### src/design/tfn_pkg.sv
package tfn_pkg;

  // Vertex store
  localparam int VERTEX_DEPTH = 1024;
  localparam int ADDR_W       = $clog2(VERTEX_DEPTH);
  localparam int IDX_W        = 10;

  // Datapath widths
  localparam int COORD_W  = 16;             // Q8.8 coordinate
  localparam int DIFF_W   = COORD_W + 1;    // edge vector component
  localparam int PROD_W   = 2 * DIFF_W;     // one partial product of the cross product
  localparam int WIDE_W   = PROD_W + 1;     // difference of two partial products
  localparam int MAG_W    = PROD_W;         // cross product magnitude
  localparam int NORM_W   = 30;             // magnitude after the normalizing shift
  localparam int SQ_W     = 2 * NORM_W;
  localparam int SUM_W    = SQ_W + 2;
  localparam int ROOT_W   = SUM_W / 2;
  localparam int REM_W    = ROOT_W + 1;
  localparam int DEN_W    = ROOT_W + 1;
  localparam int QUO_W    = 15;
  localparam int NORMAL_W = 16;             // Q1.14 result

  localparam logic [QUO_W-1:0] QUO_MAX = QUO_W'(1) << (QUO_W - 1);

  // Input item opcodes
  localparam logic MODE_WRITE  = 1'b0;
  localparam logic MODE_NORMAL = 1'b1;

  typedef logic [IDX_W-1:0]           idx_t;
  typedef logic [ADDR_W-1:0]          addr_t;
  typedef logic signed [COORD_W-1:0]  coord_t;
  typedef logic signed [DIFF_W-1:0]   diff_t;
  typedef logic signed [PROD_W-1:0]   prod_t;
  typedef logic signed [WIDE_W-1:0]   wide_t;
  typedef logic signed [NORMAL_W-1:0] normal_t;

  typedef struct packed {
    coord_t x;
    coord_t y;
    coord_t z;
  } vertex_t;

  // Cross product as sign and magnitude per component
  typedef struct packed {
    logic [2:0]            neg;
    logic [2:0][MAG_W-1:0] mag;
  } cross_t;

  // Normalized magnitudes and their Euclidean length
  typedef struct packed {
    logic                   degen;
    logic [2:0]             neg;
    logic [2:0][NORM_W-1:0] mag;
    logic [ROOT_W-1:0]      len;
  } root_t;

  typedef struct packed {
    normal_t normal_x;
    normal_t normal_y;
    normal_t normal_z;
    logic    degenerate;
  } result_t;

  function automatic logic in_range(input idx_t idx);
    return 32'(idx) < 32'(VERTEX_DEPTH);
  endfunction

endpackage

### src/design/tfn_root.sv
module tfn_root (
  input  logic            clk_i,
  input  logic            rst_ni,
  input  logic            start_i,
  input  tfn_pkg::cross_t res_i,
  output logic            done_o,
  output tfn_pkg::root_t  res_o
);

  localparam logic [2:0] ST_IDLE   = 3'd0;
  localparam logic [2:0] ST_SHIFT  = 3'd1;
  localparam logic [2:0] ST_SQUARE = 3'd2;
  localparam logic [2:0] ST_SQRT   = 3'd3;
  localparam logic [2:0] ST_DONE   = 3'd4;

  localparam logic [4:0] SQ_LAST   = 5'd3;
  localparam logic [4:0] SQRT_LAST = 5'(tfn_pkg::ROOT_W - 1);

  logic [2:0]                       state_q;
  logic [4:0]                       cnt_q;
  logic [2:0][tfn_pkg::MAG_W-1:0]   mag_q;
  logic [2:0]                       neg_q;
  logic                             degen_q;
  logic [tfn_pkg::MAG_W-1:0]        orv;
  logic                             too_big;
  logic                             fit;
  logic [tfn_pkg::SQ_W-1:0]         sq_q;
  logic [tfn_pkg::SUM_W-1:0]        sum_q;
  logic [tfn_pkg::REM_W-1:0]        rem_q;
  logic [tfn_pkg::ROOT_W-1:0]       root_q;
  logic [tfn_pkg::REM_W+1:0]        rem_sh;
  logic [tfn_pkg::REM_W+1:0]        trial;

  // the OR of the magnitudes has the bit length of the largest one
  assign orv     = mag_q[0] | mag_q[1] | mag_q[2];
  assign too_big = |orv[tfn_pkg::MAG_W-1:tfn_pkg::NORM_W];
  assign fit     = orv[tfn_pkg::NORM_W-1] && !too_big;

  // digit-by-digit square root, two radicand bits per cycle
  assign rem_sh = {rem_q, sum_q[tfn_pkg::SUM_W-1 -: 2]};
  assign trial  = {1'b0, root_q, 2'b01};

  always_ff @(posedge clk_i or negedge rst_ni) begin
    if (!rst_ni) begin
      state_q <= ST_IDLE;
      cnt_q   <= '0;
    end else begin
      case (state_q)
        ST_IDLE: begin
          if (start_i) begin
            state_q <= ST_SHIFT;
          end
        end
        ST_SHIFT: begin
          if (orv == '0) begin
            state_q <= ST_DONE;
          end else if (fit) begin
            state_q <= ST_SQUARE;
            cnt_q   <= '0;
          end
        end
        ST_SQUARE: begin
          if (cnt_q == SQ_LAST) begin
            state_q <= ST_SQRT;
            cnt_q   <= '0;
          end else begin
            cnt_q <= cnt_q + 5'd1;
          end
        end
        ST_SQRT: begin
          if (cnt_q == SQRT_LAST) begin
            state_q <= ST_DONE;
            cnt_q   <= '0;
          end else begin
            cnt_q <= cnt_q + 5'd1;
          end
        end
        ST_DONE: state_q <= ST_IDLE;
        default: state_q <= ST_IDLE;
      endcase
    end
  end

  always_ff @(posedge clk_i) begin
    case (state_q)
      ST_IDLE: begin
        if (start_i) begin
          mag_q   <= res_i.mag;
          neg_q   <= res_i.neg;
          degen_q <= 1'b0;
        end
      end
      ST_SHIFT: begin
        if (orv == '0) begin
          degen_q <= 1'b1;
        end else if (too_big) begin
          for (int k = 0; k < 3; k++) begin
            mag_q[k] <= mag_q[k] >> 1;
          end
        end else if (!fit) begin
          for (int k = 0; k < 3; k++) begin
            mag_q[k] <= mag_q[k] << 1;
          end
        end else begin
          sum_q <= '0;
        end
      end
      ST_SQUARE: begin
        // square the head, rotate; three rotations restore the order
        if (cnt_q != SQ_LAST) begin
          sq_q  <= tfn_pkg::SQ_W'(mag_q[0][tfn_pkg::NORM_W-1:0])
                 * tfn_pkg::SQ_W'(mag_q[0][tfn_pkg::NORM_W-1:0]);
          mag_q <= {mag_q[0], mag_q[2], mag_q[1]};
        end
        if (cnt_q != '0) begin
          sum_q <= sum_q + tfn_pkg::SUM_W'(sq_q);
        end
        if (cnt_q == SQ_LAST) begin
          rem_q  <= '0;
          root_q <= '0;
        end
      end
      ST_SQRT: begin
        sum_q <= sum_q << 2;
        if (rem_sh >= trial) begin
          rem_q  <= tfn_pkg::REM_W'(rem_sh - trial);
          root_q <= {root_q[tfn_pkg::ROOT_W-2:0], 1'b1};
        end else begin
          rem_q  <= rem_sh[tfn_pkg::REM_W-1:0];
          root_q <= {root_q[tfn_pkg::ROOT_W-2:0], 1'b0};
        end
      end
      default: ;
    endcase
  end

  always_comb begin
    res_o.degen = degen_q;
    res_o.neg   = neg_q;
    res_o.len   = root_q;
    for (int k = 0; k < 3; k++) begin
      res_o.mag[k] = mag_q[k][tfn_pkg::NORM_W-1:0];
    end
  end

  assign done_o = (state_q == ST_DONE);

  a_norm_range: assert property (@(posedge clk_i) disable iff (!rst_ni)
    (state_q == ST_SQUARE && cnt_q == '0) |-> fit)
    else $error("largest magnitude not normalized before squaring");

  a_len_floor: assert property (@(posedge clk_i) disable iff (!rst_ni)
    (state_q == ST_DONE && !degen_q) |-> (root_q[tfn_pkg::ROOT_W-1 -: 2] != 2'b00))
    else $error("length below the normalized largest magnitude");

endmodule

### config.mk
export PLATFORM = sky130hd
export DESIGN_NAME = tfn_root
export DESIGN_NICKNAME = d
export VERILOG_FILES = /design/src/design/tfn_pkg.sv /design/src/design/tfn_root.sv
export SDC_FILE = /design/constraint.sdc
export NUM_CORES = 2
export LEC_CHECK = 0
export BUFFER_PORTS_ARGS = -buffer_cell sky130_fd_sc_hd__clkbuf_2
export CORE_AREA = 2 2 392 297
export CTS_BUF_LIST = sky130_fd_sc_hd__clkbuf_4 sky130_fd_sc_hd__clkbuf_8
export DETAILED_ROUTE_END_ITERATION = 7
export DIE_AREA = 0 0 394 299
export GPL_ROUTABILITY_DRIVEN = 0
export SLEW_MARGIN = 0
export SYNTH_ARGS = -nofsm -noshare
export SYNTH_HDL_FRONTEND = slang
export SYNTH_SLANG_ARGS = --single-unit
### constraint.sdc
create_clock -name clk_i -period 27.5 [get_ports clk_i]
set_input_delay 4.125 -clock clk_i [delete_from_list [all_inputs] [get_ports clk_i]]
set_output_delay 4.125 -clock clk_i [all_outputs]
set_load 0.005 [all_outputs]
## Word level (Yosys, flattened, before mapping)

Index checks and enable logic that the tools add are counted.

- Bits in registers: 299
- Bits of input ports: 108
- Word-level logic and storage cells: 85

- Add/sub/neg operators: 3
- Multipliers: 1
- $lt $le $gt $ge: 1
- Equal/unequal tests: 18
- Muxes and demuxes: 31
- Bitwise gates (word level): 2
- Reduce and logical (&&, ||, !) cells: 18

Operators with widths:

| kind | number |
|---|---|
| two-way mux 102 bit | 5 |
| one-hot mux 102 bit (3 select lines) | 1 |
| two-way mux 62 bit | 4 |
| one-hot mux 62 bit (3 select lines) | 1 |
| OR 34 bit | 2 |
| two-way mux 32 bit | 2 |
| one-hot mux 32 bit (2 select lines) | 1 |
| adder 62 x 60 -> 62 bit | 1 |
| one-hot mux 31 bit (2 select lines) | 1 |
| multiplier 30 x 30 -> 60 bit | 1 |
| >= comparator 34 x 33 -> 1 bit | 1 |
| zero test 34 bit | 1 |
| subtractor 32 bit | 1 |
| two-way mux 31 bit | 1 |
| two-way mux 5 bit | 4 |
| != test 2 bit (second input constant) | 9 |
| two-way mux 3 bit | 5 |
| one-hot mux 5 bit (3 select lines) | 1 |
| one-hot mux 3 bit (4 select lines) | 1 |
| AND reduction 5 bit | 2 |
| equality test 3 x 2 -> 1 bit (second input constant) | 2 |
| != test 3 bit (second input constant) | 2 |
| AND reduction 2 bit | 3 |
| AND reduction 3 bit | 2 |
| other kinds (16) | 20 |

## Longest topological paths before layout

- Depth after elaboration: 9
- Depth in mapped cells: 32
- Depth with buffers taken out: 29

## Worst setup path after synthesis

OpenSTA, ideal clock, no wires.

- Path kind: input to register
- Start: input port start_i
- End: register mag_q[100] (netlist bit), enable pin
- Arrival: 11.189 ns
- Setup slack: 15.623 ns
- Stages on the path: 4
- Buffers on the path: 0
- Path through: nor2_1 -> nor2_1 -> a21oi_1 -> nor3_1

- Cells in the longest elaborated chain, start to end: 2

RTL lines:

| element | RTL line | source |
|---|---|---|
| start, declared | tfn_root.sv:4 | `input logic start_i,` |
| != test 2 bit (no line) | - |  |
| AND reduction 5 bit (no line) | - |  |
| end signal, assigned | tfn_root.sv:88 | `mag_q <= res_i.mag;` |
| end signal, assigned by index | tfn_root.sv:98 | `mag_q[k] <= mag_q[k] >> 1;` |
| end signal, assigned by index | tfn_root.sv:102 | `mag_q[k] <= mag_q[k] << 1;` |
| end, declared | tfn_root.sv:21 | `logic [2:0][tfn_pkg::MAG_W-1:0] mag_q;` |

Every way passes these cells.
A chain may end at the register's enable or synchronous reset.

## Worst setup path after layout

- Start: register mag_q, in the netlist res_o[45]
- End: register sq_q[54] (netlist bit), data pin

- Cells in the longest elaborated chain, start to end: 1

RTL lines:

| element | RTL line | source |
|---|---|---|
| multiplier 30 x 30 -> 60 bit | tfn_root.sv:112 | `* tfn_pkg::SQ_W'(mag_q[0][tfn_pkg::NORM_W-1:0]);` |
| end signal, assigned | tfn_root.sv:111 | `sq_q <= tfn_pkg::SQ_W'(mag_q[0][tfn_pkg::NORM_W-1:0])` |
| end, declared | tfn_root.sv:27 | `logic [tfn_pkg::SQ_W-1:0] sq_q;` |

Every way passes these cells.

==> results.md <==
* Status: finished clean
* Clk_lat worst skew at 760 ps
* Post-DP HPWL at 104.9 mm
* Post-layout nets at 5972
* Die area at 0.1178 mm^2
* WL met3 at 11.76 mm
* WP data required at 27980 ps
* M1 wire length at 61.45 mm
* Worst setup SP type: flip-flop
* Post-synthesis xor/xnor area fraction at 0.02864
* Final ANT Viol Nets at 0
* Die width at 394 um
* Setup crit start: res_o[45]
* Cell count after synthesis at 4776
* Synth Cell Area at 0.04526 mm^2
* Total Routing Usage GR at 0.2329
* Hold Crit Class: flip-flop to flip-flop
* Final setup TNS at 0 ps
* Share of layout cells above drive strength 1 at 0.08939
* Part of the Yosys area used for sequential elements at 0.1968
* Worst slew pin tran at 1263 ps
* WL final at 134.8 mm
* Hold_sp: cnt_q[4]
* Syn. warnings at 0
* Post-synth top area share at 0.3070
* R2R Setup Slk at 18560 ps
* PortBufs at 233
* Sink Count at 298
* Root Buffer: clkbuf_8
* FP Rows at 108
* Worst r2r src: res_o[45]
* Final setup vio count at 0
* RSZ-0062 raised after global routing: no
* WP data arrival at 9420 ps
* Via count at 33740
* Largest area contributor in the netlist: fa_1
* Post-CTS Resized at 0
* Highest routed layer: met5
* Core area at 0.1145 mm^2
* Relative slew margins at 0.1505
* Post-synth cell types at 92
* Vias in the first global route at 35290
* Post-synthesis area per instance at 9.477 um^2
* # IOs at 234
* Drt initial violations at 2578
* Post-Synth Simple-Gate Area at 0.1160
* Final min period at 8940 ps
* Maxcap violations at 0
* TritonCTS clock tree: yes
* Post-synthesis compound-gate area fraction at 0.1157
* Router iterations before antenna repair at 6
* Post-synth top cells: 936 x inv_1, 694 x fa_1, 383 x nand2_1, 360 x ha_1, 290 x edfxtp_1
* Synth top area cells: fa_1 31%, edfxtp_1 19%, ha_1 10%
* Largest family of logic cells by synthesized area: adder cells
* Largest net degree at the start of global routing at 64
* Slowest stage cell, crit path: a2111oi_0
* CTS Buffer Depth at 3
* Initial antenna violation count at 8
* Die Span Y at 299 um
* Async SR Flop Fraction at 0.02685
* Buffer count from post-CTS setup fixing at 0
* Final hold vios at 0
* H-tree Lvls at 2
* CP max stage delay at 850 ps
* Initial Util at 0.3954
* CTS Buf Count at 56
* Grt total ovfl at 0
* Crit end category: flip-flop
* Worst Setup Path Type: flip-flop to flip-flop
* Synthesized Nets at 5938
* First-pass GRT wire length at 211.6 mm
* Adder-cell share of the synthesized area at 0.4065
* Most common cell in the netlist: inv_1
* CP most frequent cell: fa_1
* Multiplexer area fraction after synthesis at 0.02416
* F_max at 111.9 MHz
* Number of flops mapped to enable cells by yosys at 290
* Per-cell routed wire length at 21.08 um
* #FFs+latches synth at 298
* Path depth of the worst reg2reg path at 25
* Dominant synthesized flop cell: edfxtp_1
* Final Cycle Share at 0.3251
* Vias per Instance at 5.274
* Layout area overhead at 7.218%
* Max FO, Critical Path at 29
* Crit path to: sq_q[54]
* Hold buffers post-CTS at 0
* DRC at 0
* Reg clk slew, reported paths at 70 ps
* Critical R2R Capture: sq_q[54]
* Max-slew violation count at 0
* Filler Cell Count at 11310
* Clk_skew at 49.34 ps
* Metal2 WL at 57.39 mm
worst min path at each step:
stage                     endpoint  slack (ps)  depth (start not counted)
after global placement    cnt_q[4]         500                          1
after CTS                 cnt_q[4]         510                          1
after detailed placement  cnt_q[4]         510                          1
final                     cnt_q[4]         520                          1
after global routing      cnt_q[4]         540                          1
after floorplan           cnt_q[4]         470                          1
stage by stage:
stage | cells | setup slack [ps] | hold WS, ps | area, um^2 | util
after global routing | 6396 | 18140 | 540.4 | 48530 | 0.4240
after CTS | 6394 | 18630 | 514.3 | 48520 | 0.4239
after detailed placement | 6291 | 18620 | 508.5 | 47360 | 0.4138
final | 6397 | 18560 | 515.7 | 48530 | 0.4240
after global placement | 6291 | 18870 | 498.7 | 47360 | 0.4138
after floorplan | 4776 | 15620 | 466.2 | 45260 | -
critical path, delay by kind of cell (launching register included):
kind	cells	cell delay, ps
xor+xnor	1	90
simple gates	3	740
compound gates	6	2020
fa+ha+maj	9	4290
flops	1	320
buf+inv	6	1220
cells by family after synthesis:
| kind of cell | Yosys count |
|---|---|
| buf+inv | 1260 |
| compound gates | 804 |
| simple gates | 1103 |
| xor+xnor | 148 |
| flops | 298 |
| fa+ha+maj | 1054 |
| mux | 109 |
flip-flops by register name, indices dropped and copies added, names as in the netlist:
signal / cells
res_o: 90
sum_q: 62
sq_q: 59
rem_q: 32
root_q: 31
mag_q: 12
cnt_q: 5
neg_q: 3
state_q: 3
degen_q: 1
cells in the final DEF (no fill, tap or decap), types with 13 or more instances in the layout:
cell        n
inv_1     936
fa_1      694
nand2_1   381
ha_1      360
edfxtp_1  290
nor2_1    252
clkbuf_2  233
and2_1    203
a21oi_1   197
o21ai_0   184
mux2i_1   107
a22oi_1   100
a21o_1     98
xnor2_1    90
buf_4      60
xor2_1     58
clkbuf_8   56
nand3_1    52
nand4_1    49
nor4_1     34
nor3_1     29
o21bai_1   25
a211oi_1   25
and3_1     22
a31oi_1    21
clkinv_1   18
o21a_1     17
nand2b_1   15
o211ai_1   15
nor2b_1    15
o21ai_1    13
clkinv_2   13
cell type report:
class	instances	area (um^2)	share of cell area
antenna	2	5.005	0.0001031
clock buffer	64	830.8	0.01712
clock inverter	39	322.8	0.006652
inverter	942	3536	0.07286
multi-input combinational	3218	31370	0.6465
sequential	298	8910	0.1836
tap	1540	1927	0.03971
timing repair buffer	294	1624	0.03347
routing by layer:
metal / vias up / global-route usage
met4: 6 / 0.06897
li1: 15480 / -
met2: 1151 / 0.3494
met1: 16910 / 0.3309
met5: - / 0
met3: 192 / 0.05998
Power is not shown: default switching activity piles up to over one toggle a cycle in this logic, so the estimate is an artifact.
