**src/design/tfn_pkg.sv**
```systemverilog
package tfn_pkg;

  // Vertex store
  localparam int VERTEX_DEPTH = 1024;
  localparam int ADDR_W       = $clog2(VERTEX_DEPTH);
  localparam int IDX_W        = 10;

  // Datapath widths
  localparam int COORD_W  = 16;             // Q8.8 coordinate
  localparam int DIFF_W   = COORD_W + 1;    // edge vector component
  localparam int PROD_W   = 2 * DIFF_W;     // one partial product of the cross product
  localparam int WIDE_W   = PROD_W + 1;     // difference of two partial products
  localparam int MAG_W    = PROD_W;         // cross product magnitude
  localparam int NORM_W   = 30;             // magnitude after the normalizing shift
  localparam int SQ_W     = 2 * NORM_W;
  localparam int SUM_W    = SQ_W + 2;
  localparam int ROOT_W   = SUM_W / 2;
  localparam int REM_W    = ROOT_W + 1;
  localparam int DEN_W    = ROOT_W + 1;
  localparam int QUO_W    = 15;
  localparam int NORMAL_W = 16;             // Q1.14 result

  localparam logic [QUO_W-1:0] QUO_MAX = QUO_W'(1) << (QUO_W - 1);

  // Input item opcodes
  localparam logic MODE_WRITE  = 1'b0;
  localparam logic MODE_NORMAL = 1'b1;

  typedef logic [IDX_W-1:0]           idx_t;
  typedef logic [ADDR_W-1:0]          addr_t;
  typedef logic signed [COORD_W-1:0]  coord_t;
  typedef logic signed [DIFF_W-1:0]   diff_t;
  typedef logic signed [PROD_W-1:0]   prod_t;
  typedef logic signed [WIDE_W-1:0]   wide_t;
  typedef logic signed [NORMAL_W-1:0] normal_t;

  typedef struct packed {
    coord_t x;
    coord_t y;
    coord_t z;
  } vertex_t;

  // Cross product as sign and magnitude per component
  typedef struct packed {
    logic [2:0]            neg;
    logic [2:0][MAG_W-1:0] mag;
  } cross_t;

  // Normalized magnitudes and their Euclidean length
  typedef struct packed {
    logic                   degen;
    logic [2:0]             neg;
    logic [2:0][NORM_W-1:0] mag;
    logic [ROOT_W-1:0]      len;
  } root_t;

  typedef struct packed {
    normal_t normal_x;
    normal_t normal_y;
    normal_t normal_z;
    logic    degenerate;
  } result_t;

  function automatic logic in_range(input idx_t idx);
    return 32'(idx) < 32'(VERTEX_DEPTH);
  endfunction

endpackage

```
**src/design/tfn_cross.sv**
```systemverilog
module tfn_cross (
  input  logic             clk_i,
  input  logic             rst_ni,
  input  logic             start_i,
  input  tfn_pkg::idx_t    corner_a_i,
  input  tfn_pkg::idx_t    corner_b_i,
  input  tfn_pkg::idx_t    corner_c_i,
  output tfn_pkg::addr_t   raddr_o,
  input  tfn_pkg::vertex_t rdata_i,
  output logic             done_o,
  output tfn_pkg::cross_t  res_o
);

  localparam logic [3:0] STEP_SEND_A = 4'd0;
  localparam logic [3:0] STEP_GET_A  = 4'd1;
  localparam logic [3:0] STEP_GET_B  = 4'd2;
  localparam logic [3:0] STEP_GET_C  = 4'd3;
  localparam logic [3:0] STEP_M0     = 4'd4;
  localparam logic [3:0] STEP_M1     = 4'd5;
  localparam logic [3:0] STEP_M2     = 4'd6;
  localparam logic [3:0] STEP_M3     = 4'd7;
  localparam logic [3:0] STEP_M4     = 4'd8;
  localparam logic [3:0] STEP_M5     = 4'd9;
  localparam logic [3:0] STEP_LAST   = 4'd10;

  logic                  busy_q;
  logic                  done_q;
  logic [3:0]            cnt_q;
  tfn_pkg::idx_t         ia_q;
  tfn_pkg::idx_t         ib_q;
  tfn_pkg::idx_t         ic_q;
  tfn_pkg::idx_t         rd_idx;
  logic                  rng_q;
  tfn_pkg::vertex_t      vtx;
  tfn_pkg::vertex_t      pa_q;
  tfn_pkg::diff_t        a_q [3];
  tfn_pkg::diff_t        b_q [3];
  tfn_pkg::diff_t        op_x;
  tfn_pkg::diff_t        op_y;
  tfn_pkg::prod_t        prod_q;
  tfn_pkg::prod_t        acc_q;
  tfn_pkg::wide_t        d_pos;
  tfn_pkg::wide_t        d_neg;
  logic                  c_neg;
  logic [tfn_pkg::MAG_W-1:0] c_mag;
  tfn_pkg::cross_t       res_q;

  // read corners A, B, C on consecutive cycles
  always_comb begin
    case (cnt_q)
      STEP_SEND_A: rd_idx = ia_q;
      STEP_GET_A:  rd_idx = ib_q;
      default:     rd_idx = ic_q;
    endcase
  end

  assign raddr_o = tfn_pkg::addr_t'(rd_idx);
  assign vtx     = rng_q ? rdata_i : '0;

  // one shared multiplier walks the six partial products
  always_comb begin
    case (cnt_q)
      STEP_M0: begin op_x = b_q[1]; op_y = a_q[2]; end
      STEP_M1: begin op_x = b_q[2]; op_y = a_q[1]; end
      STEP_M2: begin op_x = b_q[2]; op_y = a_q[0]; end
      STEP_M3: begin op_x = b_q[0]; op_y = a_q[2]; end
      STEP_M4: begin op_x = b_q[0]; op_y = a_q[1]; end
      STEP_M5: begin op_x = b_q[1]; op_y = a_q[0]; end
      default: begin op_x = '0;     op_y = '0;     end
    endcase
  end

  assign d_pos = tfn_pkg::wide_t'(acc_q) - tfn_pkg::wide_t'(prod_q);
  assign d_neg = tfn_pkg::wide_t'(prod_q) - tfn_pkg::wide_t'(acc_q);
  assign c_neg = d_pos[tfn_pkg::WIDE_W-1];
  assign c_mag = c_neg ? d_neg[tfn_pkg::MAG_W-1:0] : d_pos[tfn_pkg::MAG_W-1:0];

  always_ff @(posedge clk_i or negedge rst_ni) begin
    if (!rst_ni) begin
      busy_q <= 1'b0;
      done_q <= 1'b0;
      cnt_q  <= '0;
    end else begin
      done_q <= busy_q && (cnt_q == STEP_LAST);
      if (start_i) begin
        busy_q <= 1'b1;
        cnt_q  <= '0;
      end else if (busy_q) begin
        if (cnt_q == STEP_LAST) begin
          busy_q <= 1'b0;
          cnt_q  <= '0;
        end else begin
          cnt_q <= cnt_q + 4'd1;
        end
      end
    end
  end

  always_ff @(posedge clk_i) begin
    rng_q  <= tfn_pkg::in_range(rd_idx);
    prod_q <= tfn_pkg::prod_t'(op_x) * tfn_pkg::prod_t'(op_y);
    if (start_i) begin
      ia_q <= corner_a_i;
      ib_q <= corner_b_i;
      ic_q <= corner_c_i;
    end
    if (busy_q) begin
      case (cnt_q)
        STEP_GET_A: pa_q <= vtx;
        STEP_GET_B: begin
          a_q[0] <= tfn_pkg::diff_t'(vtx.x) - tfn_pkg::diff_t'(pa_q.x);
          a_q[1] <= tfn_pkg::diff_t'(vtx.y) - tfn_pkg::diff_t'(pa_q.y);
          a_q[2] <= tfn_pkg::diff_t'(vtx.z) - tfn_pkg::diff_t'(pa_q.z);
        end
        STEP_GET_C: begin
          b_q[0] <= tfn_pkg::diff_t'(vtx.x) - tfn_pkg::diff_t'(pa_q.x);
          b_q[1] <= tfn_pkg::diff_t'(vtx.y) - tfn_pkg::diff_t'(pa_q.y);
          b_q[2] <= tfn_pkg::diff_t'(vtx.z) - tfn_pkg::diff_t'(pa_q.z);
        end
        STEP_M1, STEP_M3, STEP_M5: acc_q <= prod_q;
        STEP_M2: begin
          res_q.neg[0] <= c_neg;
          res_q.mag[0] <= c_mag;
        end
        STEP_M4: begin
          res_q.neg[1] <= c_neg;
          res_q.mag[1] <= c_mag;
        end
        STEP_LAST: begin
          res_q.neg[2] <= c_neg;
          res_q.mag[2] <= c_mag;
        end
        default: ;
      endcase
    end
  end

  assign done_o = done_q;
  assign res_o  = res_q;

  a_done_pulse: assert property (@(posedge clk_i) disable iff (!rst_ni)
    done_q |=> !done_q)
    else $error("cross product done held for more than one cycle");

endmodule

```
**config.mk**
```make
export PLATFORM = sky130hd
export DESIGN_NAME = tfn_cross
export DESIGN_NICKNAME = d
export VERILOG_FILES = /design/src/design/tfn_pkg.sv /design/src/design/tfn_cross.sv
export SDC_FILE = /design/constraint.sdc
export NUM_CORES = 1
export LEC_CHECK = 0
export ABC_AREA = 0
export BUFFER_PORTS_ARGS = -buffer_cell sky130_fd_sc_hd__buf_2
export CORE_ASPECT_RATIO = 0.9
export CORE_MARGIN = 2
export CORE_UTILIZATION = 45
export CTS_BUF_LIST = sky130_fd_sc_hd__clkbuf_4 sky130_fd_sc_hd__clkbuf_8 sky130_fd_sc_hd__clkbuf_16
export DETAILED_ROUTE_END_ITERATION = 16
export MAX_ROUTING_LAYER = met4
export PLACE_DENSITY = 0.73
export SLEW_MARGIN = 20
export SYNTH_ARGS = -nofsm -noshare
export SYNTH_HDL_FRONTEND = slang
export SYNTH_SLANG_ARGS = --single-unit
```
**constraint.sdc**
```tcl
create_clock -name clk_i -period 7.6 [get_ports clk_i]
set_input_delay 1.52 -clock clk_i [delete_from_list [all_inputs] [get_ports clk_i]]
set_output_delay 1.52 -clock clk_i [all_outputs]
set_load 0.01 [all_outputs]
```
# Yosys cells after proc, flatten, opt, wreduce, memory -nomap -nowiden
# Memory sizes are Yosys's and may differ from the RTL's.
# Index checks and enable logic that the tools add are counted.
# Widths: inputs -> output; s select.
dict set report classes {
  mul 1
  n_eq_ne 10
  muxes 16
  add_sub_neg 6
  reduce_logical 15
}
# operator count
set ops {}
lappend ops {{$pmux 17 s3} 2}
lappend ops {{$sub 16x16->17} 3}
lappend ops {{$sub 34x34->35} 1}
lappend ops {{$mul 17x17->34} 1}
lappend ops {{$mux 34} 1}
lappend ops {{$sub 34x34->34} 1}
lappend ops {{$pmux 10 s2} 1}
lappend ops {{$eq 4x3->1 const B} 4}
lappend ops {{$eq 4x4->1 const B} 3}
lappend ops {{$mux 4} 3}
lappend ops {{$reduce_or 2->1} 6}
lappend ops {{$reduce_and 2->1} 5}
lappend ops {{$mux 1} 9}
lappend ops {{$eq 4x2->1 const B} 2}
lappend ops {{$add 4x1->4 const B} 1}
lappend ops {{$eq 4x1->1 const B} 1}
lappend ops {{$logic_not 4->1} 1}
lappend ops {{$reduce_or 3->1} 1}
lappend ops {{$reduce_bool 2->1} 1}
lappend ops {{$logic_and 1x1->1} 1}
dict set report totals {
  register_bits 257
  mem_bits_rw 102
  memories 2
  output_inout_bits 116
}
# memory words word_bits rd rd_ports_with_merged_regs wr line_no
set memory_table {}
lappend memory_table {a_q 3 17 3 0 3 tfn_cross.sv:36} ;# tfn_pkg::diff_t a_q [3];
lappend memory_table {b_q 3 17 3 0 3 tfn_cross.sv:37} ;# tfn_pkg::diff_t b_q [3];

# Longest topological paths before layout
# Gate-level depths: netlist (run 1).
dict set report depth {
  ltp_word 4
  mapped_depth 33
}

# Worst setup path after synthesis (run 1)
# OpenSTA, ideal clock, no wires.
dict set report synth_timing {
  kind {register to register}
  start {reg cnt_q[2]}
  end {reg prod_q[33]}
  period_less_slack_ps 7428
  path_stages_with_launch 30
  path_slack_ps 172
  arrival_ps 7356
  n_path_buf 4
  required_time_ps 7528
  cell_sequence {dfrtp_1 > clkbuf_1 > nor2b_1 > and2_1 > clkbuf_1 > clkbuf_1 > a222oi_1 > clkbuf_1 > nor2_1 > fa_1 > inv_1 > fa_1 > fa_1 > fa_1 > inv_1 > fa_1 > inv_1 > fa_1 > inv_1 > ha_1 > a21o_1 > a21o_1 > a21o_1 > o211ai_1 > a41oi_1 > and3_1 > o211ai_1 > o21ai_1 > a21oi_1 > xnor2_1}
}
dict set report synth_between {
  elab_chain_len 4
  elab_cells_between_ends 15
}
# item line_no
set synth_lines {}
lappend synth_lines {{from (decl)} tfn_cross.sv:28} ;# logic [3:0] cnt_q;
lappend synth_lines {{from (signal assigned)} tfn_cross.sv:93} ;# cnt_q <= cnt_q + 4'd1;
lappend synth_lines {{$eq 4x4->1 or $eq 4x3->1 (tied branches)} tfn_cross.sv:62} ;# case (cnt_q)
lappend synth_lines {{$reduce_or 2->1 (no source line)} --}
lappend synth_lines {{$pmux 17 s3} tfn_cross.sv:62}
lappend synth_lines {{$mul 17x17->34 *} tfn_cross.sv:101} ;# prod_q <= tfn_pkg::prod_t'(op_x) * tfn_pkg::prod_t'(op_y);
lappend synth_lines {{to (signal assigned)} tfn_cross.sv:101}
lappend synth_lines {{to (decl)} tfn_cross.sv:40} ;# tfn_pkg::prod_t prod_q;
# Every way passes the cells marked *; elsewhere a longest branch is shown, timed or not.
# A chain may end at the register's enable or synchronous reset.

# Worst setup path after layout (run 1)
dict set report layout_timing {
  start {reg cnt_q[3]}
  end {reg prod_q[33]}
}
# Same word-level chain as after synthesis.

==> flow_summary.json, run 1 <==
{
  "nNetsFinal": 3432,
  "synth_mux_area_share_pct": 1.44,
  "arrival_ns": 7.67,
  "max_freq_ghz": 0.138,
  "crit_path_end_kind": "flip-flop",
  "ys_types": 82,
  "finalCritPeriodShare_pct": 95.2,
  "cts_root_buf": "clkbuf_16",
  "worstHoldPathType": "reg2reg",
  "synth_simple_gate_area_share_pct": 10.6,
  "ys_ff_latch": 359,
  "slowest_stage": "fa_1",
  "via_per_inst": 5.11,
  "netlist_area_sq_um": 28000,
  "drc": 0,
  "drive_gt1_share_pct": 15.1,
  "io_buffer_count": 196,
  "via_count": 19000,
  "post_drt_wl_per_cell_um": 16.4,
  "cts_buffers": 41,
  "final_area_sq_um": 31900,
  "grt_start_max_net_pins": 52,
  "syn_avg_cell_area_sq_um": 10.8,
  "cts_max_level": 2,
  "grt_pass1_vias": 19200,
  "synth_fa_ha_area_share_pct": 30.5,
  "firstDrtPassIters": 6,
  "period_minus_slack_ns": 7.24,
  "synth_nets": 3185,
  "synth.yosys.warnings": 0,
  "diodes": 0,
  "power.leakage_nw": 14.6,
  "initial_core_util_pct": 45.6,
  "cp_max_fo": 17,
  "max_stage_delay_ns": 0.58,
  "async_flop_share_pct": 1.67,
  "ant_nets": 0,
  "area_growth_pct": 13.8,
  "cts_sinks": 359,
  "slew_headroom_pct": 45.4,
  "clock_latency_ns": 0.56,
  "synth_ff_type": "edfxtp_1",
  "worst_pin_slew_ns": 0.815,
  "setup_viol": 0,
  "cts_tree": "done",
  "cp_common_cell": "fa_1",
  "start_kind": "flip-flop",
  "clk_pin_slew_ns": 0.06,
  "report.final.slew_viol_count": 0,
  "rows": 86,
  "cts_buffer_depth": 3,
  "synthCells": 2603,
  "ys_seq_area_share_pct": 37.2,
  "grt_pass1_wl_mm": 100,
  "routed_wl_mm": 60.8,
  "synth_compound_area_share_pct": 9.54,
  "place.gp.congestion": 0.970,
  "maxCapViolCount": 0,
  "overflow": 0,
  "crit_type": "reg2reg",
  "synth_top_family_by_area": "adder cells",
  "synth_xor_area_share_pct": 3.13,
  "ios": 197,
  "track_usage_pct": 20.1,
  "antenna_found_initial": 0,
  "fin_tns_setup_ns": 0,
  "hold_viol": 0,
  "fp.dieH_um": 241,
  "worstPathRequired_ns": 8.04,
  "outcome": "finished clean",
  "place_area_sq_um": 30200,
  "core-area_sq_um": 61400,
  "die_w_um": 267,
  "critical_path_buf_inv_count": 6,
  "synth_edf_count": 319,
  "peakVddDrop_uv": 153,
  "skew_ns": 0.0195,
  "drt-initial-drc-count": 1667,
  "dp_hpwl_mm": 47.8,
  "p_per_area_nw_per_um2": 157,
  "fp.dieArea_sq_um": 64300,
  "cp_top_family": "adder cells"
}
[state kept, by name (all words and copies together), names as in the netlist, 10 cells and up]
signal / count
ic_q: 10
ib_q: 10
b_q: 51
a_q: 51
acc_q: 34
ia_q: 10
pa_q: 48
res_o: 105
prod_q: 34
[cell type report]
type,instances,area [sq um]
Timing Repair Buffer,285,1700
Fill cell,5312,29600
Inverter,479,1800
Clock buffer,48,1120
Sequential cell,359,10400
Tap cell,836,1050
Multi-Input combinational cell,1684,15600
Clock inverter,26,221
[metrics by stage]
stage               hold slack (ns)  cells  utilization [%]  setup WS [ns]  total power (W)
floorplan                     0.408   2603                -          0.172          0.00288
global placement              0.424   3616             49.2         0.0975          0.00308
detailed placement            0.437   3616             49.2         0.0205          0.00310
CTS                           0.458   3690             51.4         0.0129          0.00505
global route                  0.482   3717             51.9        -0.0252          0.00524
finish                        0.458   3717             51.9          0.365          0.00501
[synthesized netlist by cell type (all sizes together), types with 23 or more instances]
library cell,count,area (sq um)
inv,479,1800
edfxtp,319,9580
fa,301,6030
nor2,273,1030
ha,200,2500
nand2,186,706
a21oi,107,536
xnor2,73,639
clkbuf,58,218
o21ai,55,298
a21o,50,375
mux2i,38,380
dfxtp,34,681
and2,30,190
nand2b,30,188
nor2b,28,175
or2,27,169
xor2,27,236
nor3,24,125
buf,23,144
o21a,23,173
[power by group]
part	leakage, nW	total [W]	internal, W	switching, W
Sequential	3.29	0.00233	0.00229	0.0000323
Clock	0.661	0.00194	0.00114	0.000799
Combinational	10.6	0.000753	0.000287	0.000466
[routing by layer]
metal	GRT usage, %	vias up	wire length (um)
met4	5.31	0	1520
met5	-	-	0
li1	-	9055	-
met3	3.58	119	4580
met2	31.1	694	27400
met1	27.4	9124	27400
[what timing repair did]
item | 4_1_cts | 5_1_grt
buffers inserted | 0 | 27
gates resized for setup | 0 | 31
hold buffers | 0 | 0
setup endpoints to repair | 0 | 11
[final timing paths]
check | startpoint | end | slack [ns] | depth (start not counted)
hold / removal | prod_q[33]$_DFF_P_ | acc_q[33]$_DFFE_PP_ | 0.46 | 0
setup reg to reg | cnt_q[3]$_DFFE_PN0P_ | prod_q[33]$_DFF_P_ | 0.36 | 28
setup / recovery | cnt_q[3]$_DFFE_PN0P_ | prod_q[33]$_DFF_P_ | 0.36 | 28
hold reg to reg | prod_q[33]$_DFF_P_ | acc_q[33]$_DFFE_PP_ | 0.46 | 0
min in group asynchronous | rst_ni | done_o$_DFF_PN0_ | 0.80 | 1
max in group asynchronous | rst_ni | cnt_q[0]$_DFFE_PN0P_ | 6.61 | 1
[cell families after synthesis]
family	count (synthesis)
AND/OR/NAND/NOR	656
buffers and inverters	560
adder cells (fa/ha/maj)	501
AO/OA/AOI/OAI	387
flip-flops	359
XOR/XNOR	100
multiplexers	40
[layout by cell type, fill, tap and decap left out, types with 27 or more instances in the layout]
cell type / netlist / layout
a21o_1: 50 / 50
a21oi_1: 107 / 105
buf_2: 15 / 196
buf_4: 2 / 85
clkbuf_16: 0 / 43
dfxtp_1: 34 / 34
edfxtp_1: 319 / 319
fa_1: 301 / 300
ha_1: 200 / 200
inv_1: 478 / 478
mux2i_1: 38 / 38
nand2_1: 185 / 185
nand2b_1: 30 / 29
nor2_1: 271 / 269
o21ai_0: 37 / 37
xnor2_1: 73 / 73
xor2_1: 27 / 27
No activity file was read; power rests on OpenSTA's default activity.
==> run 2, diff against run 1 <==
--- a/config.mk
+++ b/config.mk
@@ -13,7 +13,7 @@
 export CTS_BUF_LIST = sky130_fd_sc_hd__clkbuf_4 sky130_fd_sc_hd__clkbuf_8 sky130_fd_sc_hd__clkbuf_16
 export DETAILED_ROUTE_END_ITERATION = 16
 export MAX_ROUTING_LAYER = met4
-export PLACE_DENSITY = 0.73
+export PLACE_DENSITY = 0.7
 export SLEW_MARGIN = 20
 export SYNTH_ARGS = -nofsm -noshare
 export SYNTH_HDL_FRONTEND = slang
==> constraint.sdc (replaced) <==
create_clock -name clk_i -period 8.24 [get_ports clk_i]
set_input_delay 1.648 -clock clk_i [delete_from_list [all_inputs] [get_ports clk_i]]
set_output_delay 1.648 -clock clk_i [all_outputs]
set_load 0.01 [all_outputs]
==> run 2 against run 1 <==
Count of clock-buffer cells in the layout rose by 9. First-iteration DRC count fell by 1.5%. Non-clock buffer count fell by 42. Global-route usage rose by 1.1 points. Critical path depth rose by 1. Sequential power fell by 8%. Via count rose by 0.76%. Largest cell class unchanged. Largest power group unchanged. Highest routed layer unchanged.
==> flow_summary.json, run 2 (synthesis gave the netlist of run 1 again) <==
{
  "clock_latency_ns": 0.55,
  "rows": 86,
  "r2r_start": "cnt_q[3]$_DFFE_PN0P_",
  "via_per_inst": 5.21,
  "maxCapViolCount": 0,
  "worst_pin_slew_ns": 0.939,
  "hold_slack_ns": 0.453,
  "grt_pass1_vias": 19900,
  "crit_path_end_kind": "flip-flop",
  "routed_wl_mm": 64.7,
  "p_per_area_nw_per_um2": 145,
  "fp.dieH_um": 241,
  "worstHoldPathType": "reg2reg",
  "place.gp.congestion": 0.931,
  "diodes": 0,
  "dp_hpwl_mm": 50.8,
  "fin_ws_ns": 0.300,
  "cts_max_level": 2,
  "drc": 0,
  "final_cell_mix": "inv_1 (478), edfxtp_1 (319), fa_1 (300)",
  "slowest_stage": "fa_1",
  "die_w_um": 267,
  "core-area_sq_um": 61400,
  "dp_slack_ns": 0.147,
  "r2r_setup_slack_ns": 0.30,
  "ff2ff_path_depth": 29,
  "outcome": "finished clean",
  "grt_pass1_wl_mm": 105,
  "cp_max_fo": 17,
  "cts_root_buf": "clkbuf_16",
  "finalPower_w": 0.00455,
  "cts_sinks": 359,
  "worstPathRequired_ns": 8.71,
  "start_kind": "flip-flop",
  "setup_viol": 0,
  "cts_buffers": 39,
  "firstDrtPassIters": 7,
  "finalCritPeriodShare_pct": 96.4,
  "skew_ns": 0.0152,
  "slew_headroom_pct": 37.4,
  "reg2reg_to": "prod_q[33]$_DFF_P_",
  "max_stage_delay_ns": 0.56,
  "peakVddDrop_uv": 198,
  "max_freq_ghz": 0.126,
  "drive_gt1_share_pct": 13.2,
  "via_count": 19100,
  "ios": 197,
  "final_common_cell": "inv_1",
  "antenna_found_initial": 0,
  "fill_cells": 5430,
  "hold_viol": 0,
  "overflow": 0,
  "grt_start_max_net_pins": 52,
  "cp_common_cell": "fa_1",
  "fp.dieArea_sq_um": 64300,
  "area_growth_pct": 12.1,
  "largest_register_ff_count": 105,
  "clk_pin_slew_ns": 0.06,
  "cts_tree": "done",
  "power.leakage_nw": 14.3,
  "track_usage_pct": 21.2,
  "io_buffer_count": 196,
  "ant_nets": 0,
  "fin_tns_setup_ns": 0,
  "report.final.slew_viol_count": 0,
  "cts_hold_buf": 0,
  "drt-initial-drc-count": 1642,
  "dp_cells": 3597,
  "rsz0062_at_grt": "false",
  "final_cells": 3672,
  "crit_type": "reg2reg",
  "critPathCapture": "prod_q[33]$_DFF_P_",
  "arrival_ns": 8.42,
  "cts_buffer_depth": 3,
  "nNetsFinal": 3388,
  "critPathLaunch": "cnt_q[3]$_DFFE_PN0P_",
  "initial_core_util_pct": 45.6,
  "period_minus_slack_ns": 7.94,
  "post_drt_wl_per_cell_um": 17.6
}
## run 2: cell types whose count changed in the layout (fill, tap and decap cells not counted), moves of 3 or more
cell / change
a22oi_1: +4
a22oi_2: -4
and2_1: +7
and2_4: -5
buf_4: -42
clkbuf_4: +8
clkinv_2: -3
inv_6: -4
## run 2: critical path: cells and delay by family, from the launching register on
kind | cells | cell delay [ns]
flops | 1 | 0.54
simple gates | 6 | 1.37
fa+ha+maj | 7 | 3.34
buf+inv | 5 | 0.39
xor+xnor | 1 | 0.15
compound gates | 10 | 2.09
## run 2: area by class of cell
cell class	count	area, sq um	share of cell area (%)
clock buffers	57	1180	3.76
clock inverters	14	81.3	0.259
inverters	479	1800	5.73
multi-input cells	1684	15500	49.4
flip-flops and latches	359	10400	33.1
well taps	836	1050	3.33
repair buffers	243	1370	4.36
## run 2: how the worst min path moves through the flow
stage	startpoint	end	slack, ns	cells after the start
global route	prod_q[33]$_DFF_P_	acc_q[33]$_DFFE_PP_	0.47	0
detailed placement	prod_q[33]$_DFF_P_	acc_q[33]$_DFFE_PP_	0.43	0
floorplan	prod_q[33]$_DFF_P_	acc_q[33]$_DFFE_PP_	0.41	0
global placement	prod_q[33]$_DFF_P_	acc_q[33]$_DFFE_PP_	0.44	0
finish	prod_q[33]$_DFF_P_	acc_q[33]$_DFFE_PP_	0.45	0
CTS	prod_q[33]$_DFF_P_	acc_q[33]$_DFFE_PP_	0.45	0
## run 2: per-layer routing
| layer | track usage, % | wire length, um |
|---|---|---|
| met5 | - | 0 |
| met4 | 4.43 | 1090 |
| met3 | 2.71 | 3750 |
| met2 | 34.8 | 30600 |
| met1 | 28.4 | 29300 |
## run 2: timing repair
| item | 4_1_cts | 5_1_grt |
|---|---|---|
| buffers inserted | 0 | 3 |
| gates resized for setup | 0 | 10 |
| setup endpoints to repair | 0 | 7 |
## run 2: metrics by stage
step                util, %  instance area, sq um
floorplan                 -                 28000
finish                 51.1                 31400
global placement       48.9                 30100
detailed placement     48.9                 30100
global route           51.1                 31400
CTS                    51.0                 31300
## run 2: power breakdown
group / internal [W] / leakage (nW) / switching [W]
logic: 0.000256 / 10.4 / 0.000440
clock network: 0.00100 / 0.631 / 0.000710
registers: 0.00211 / 3.29 / 0.0000297
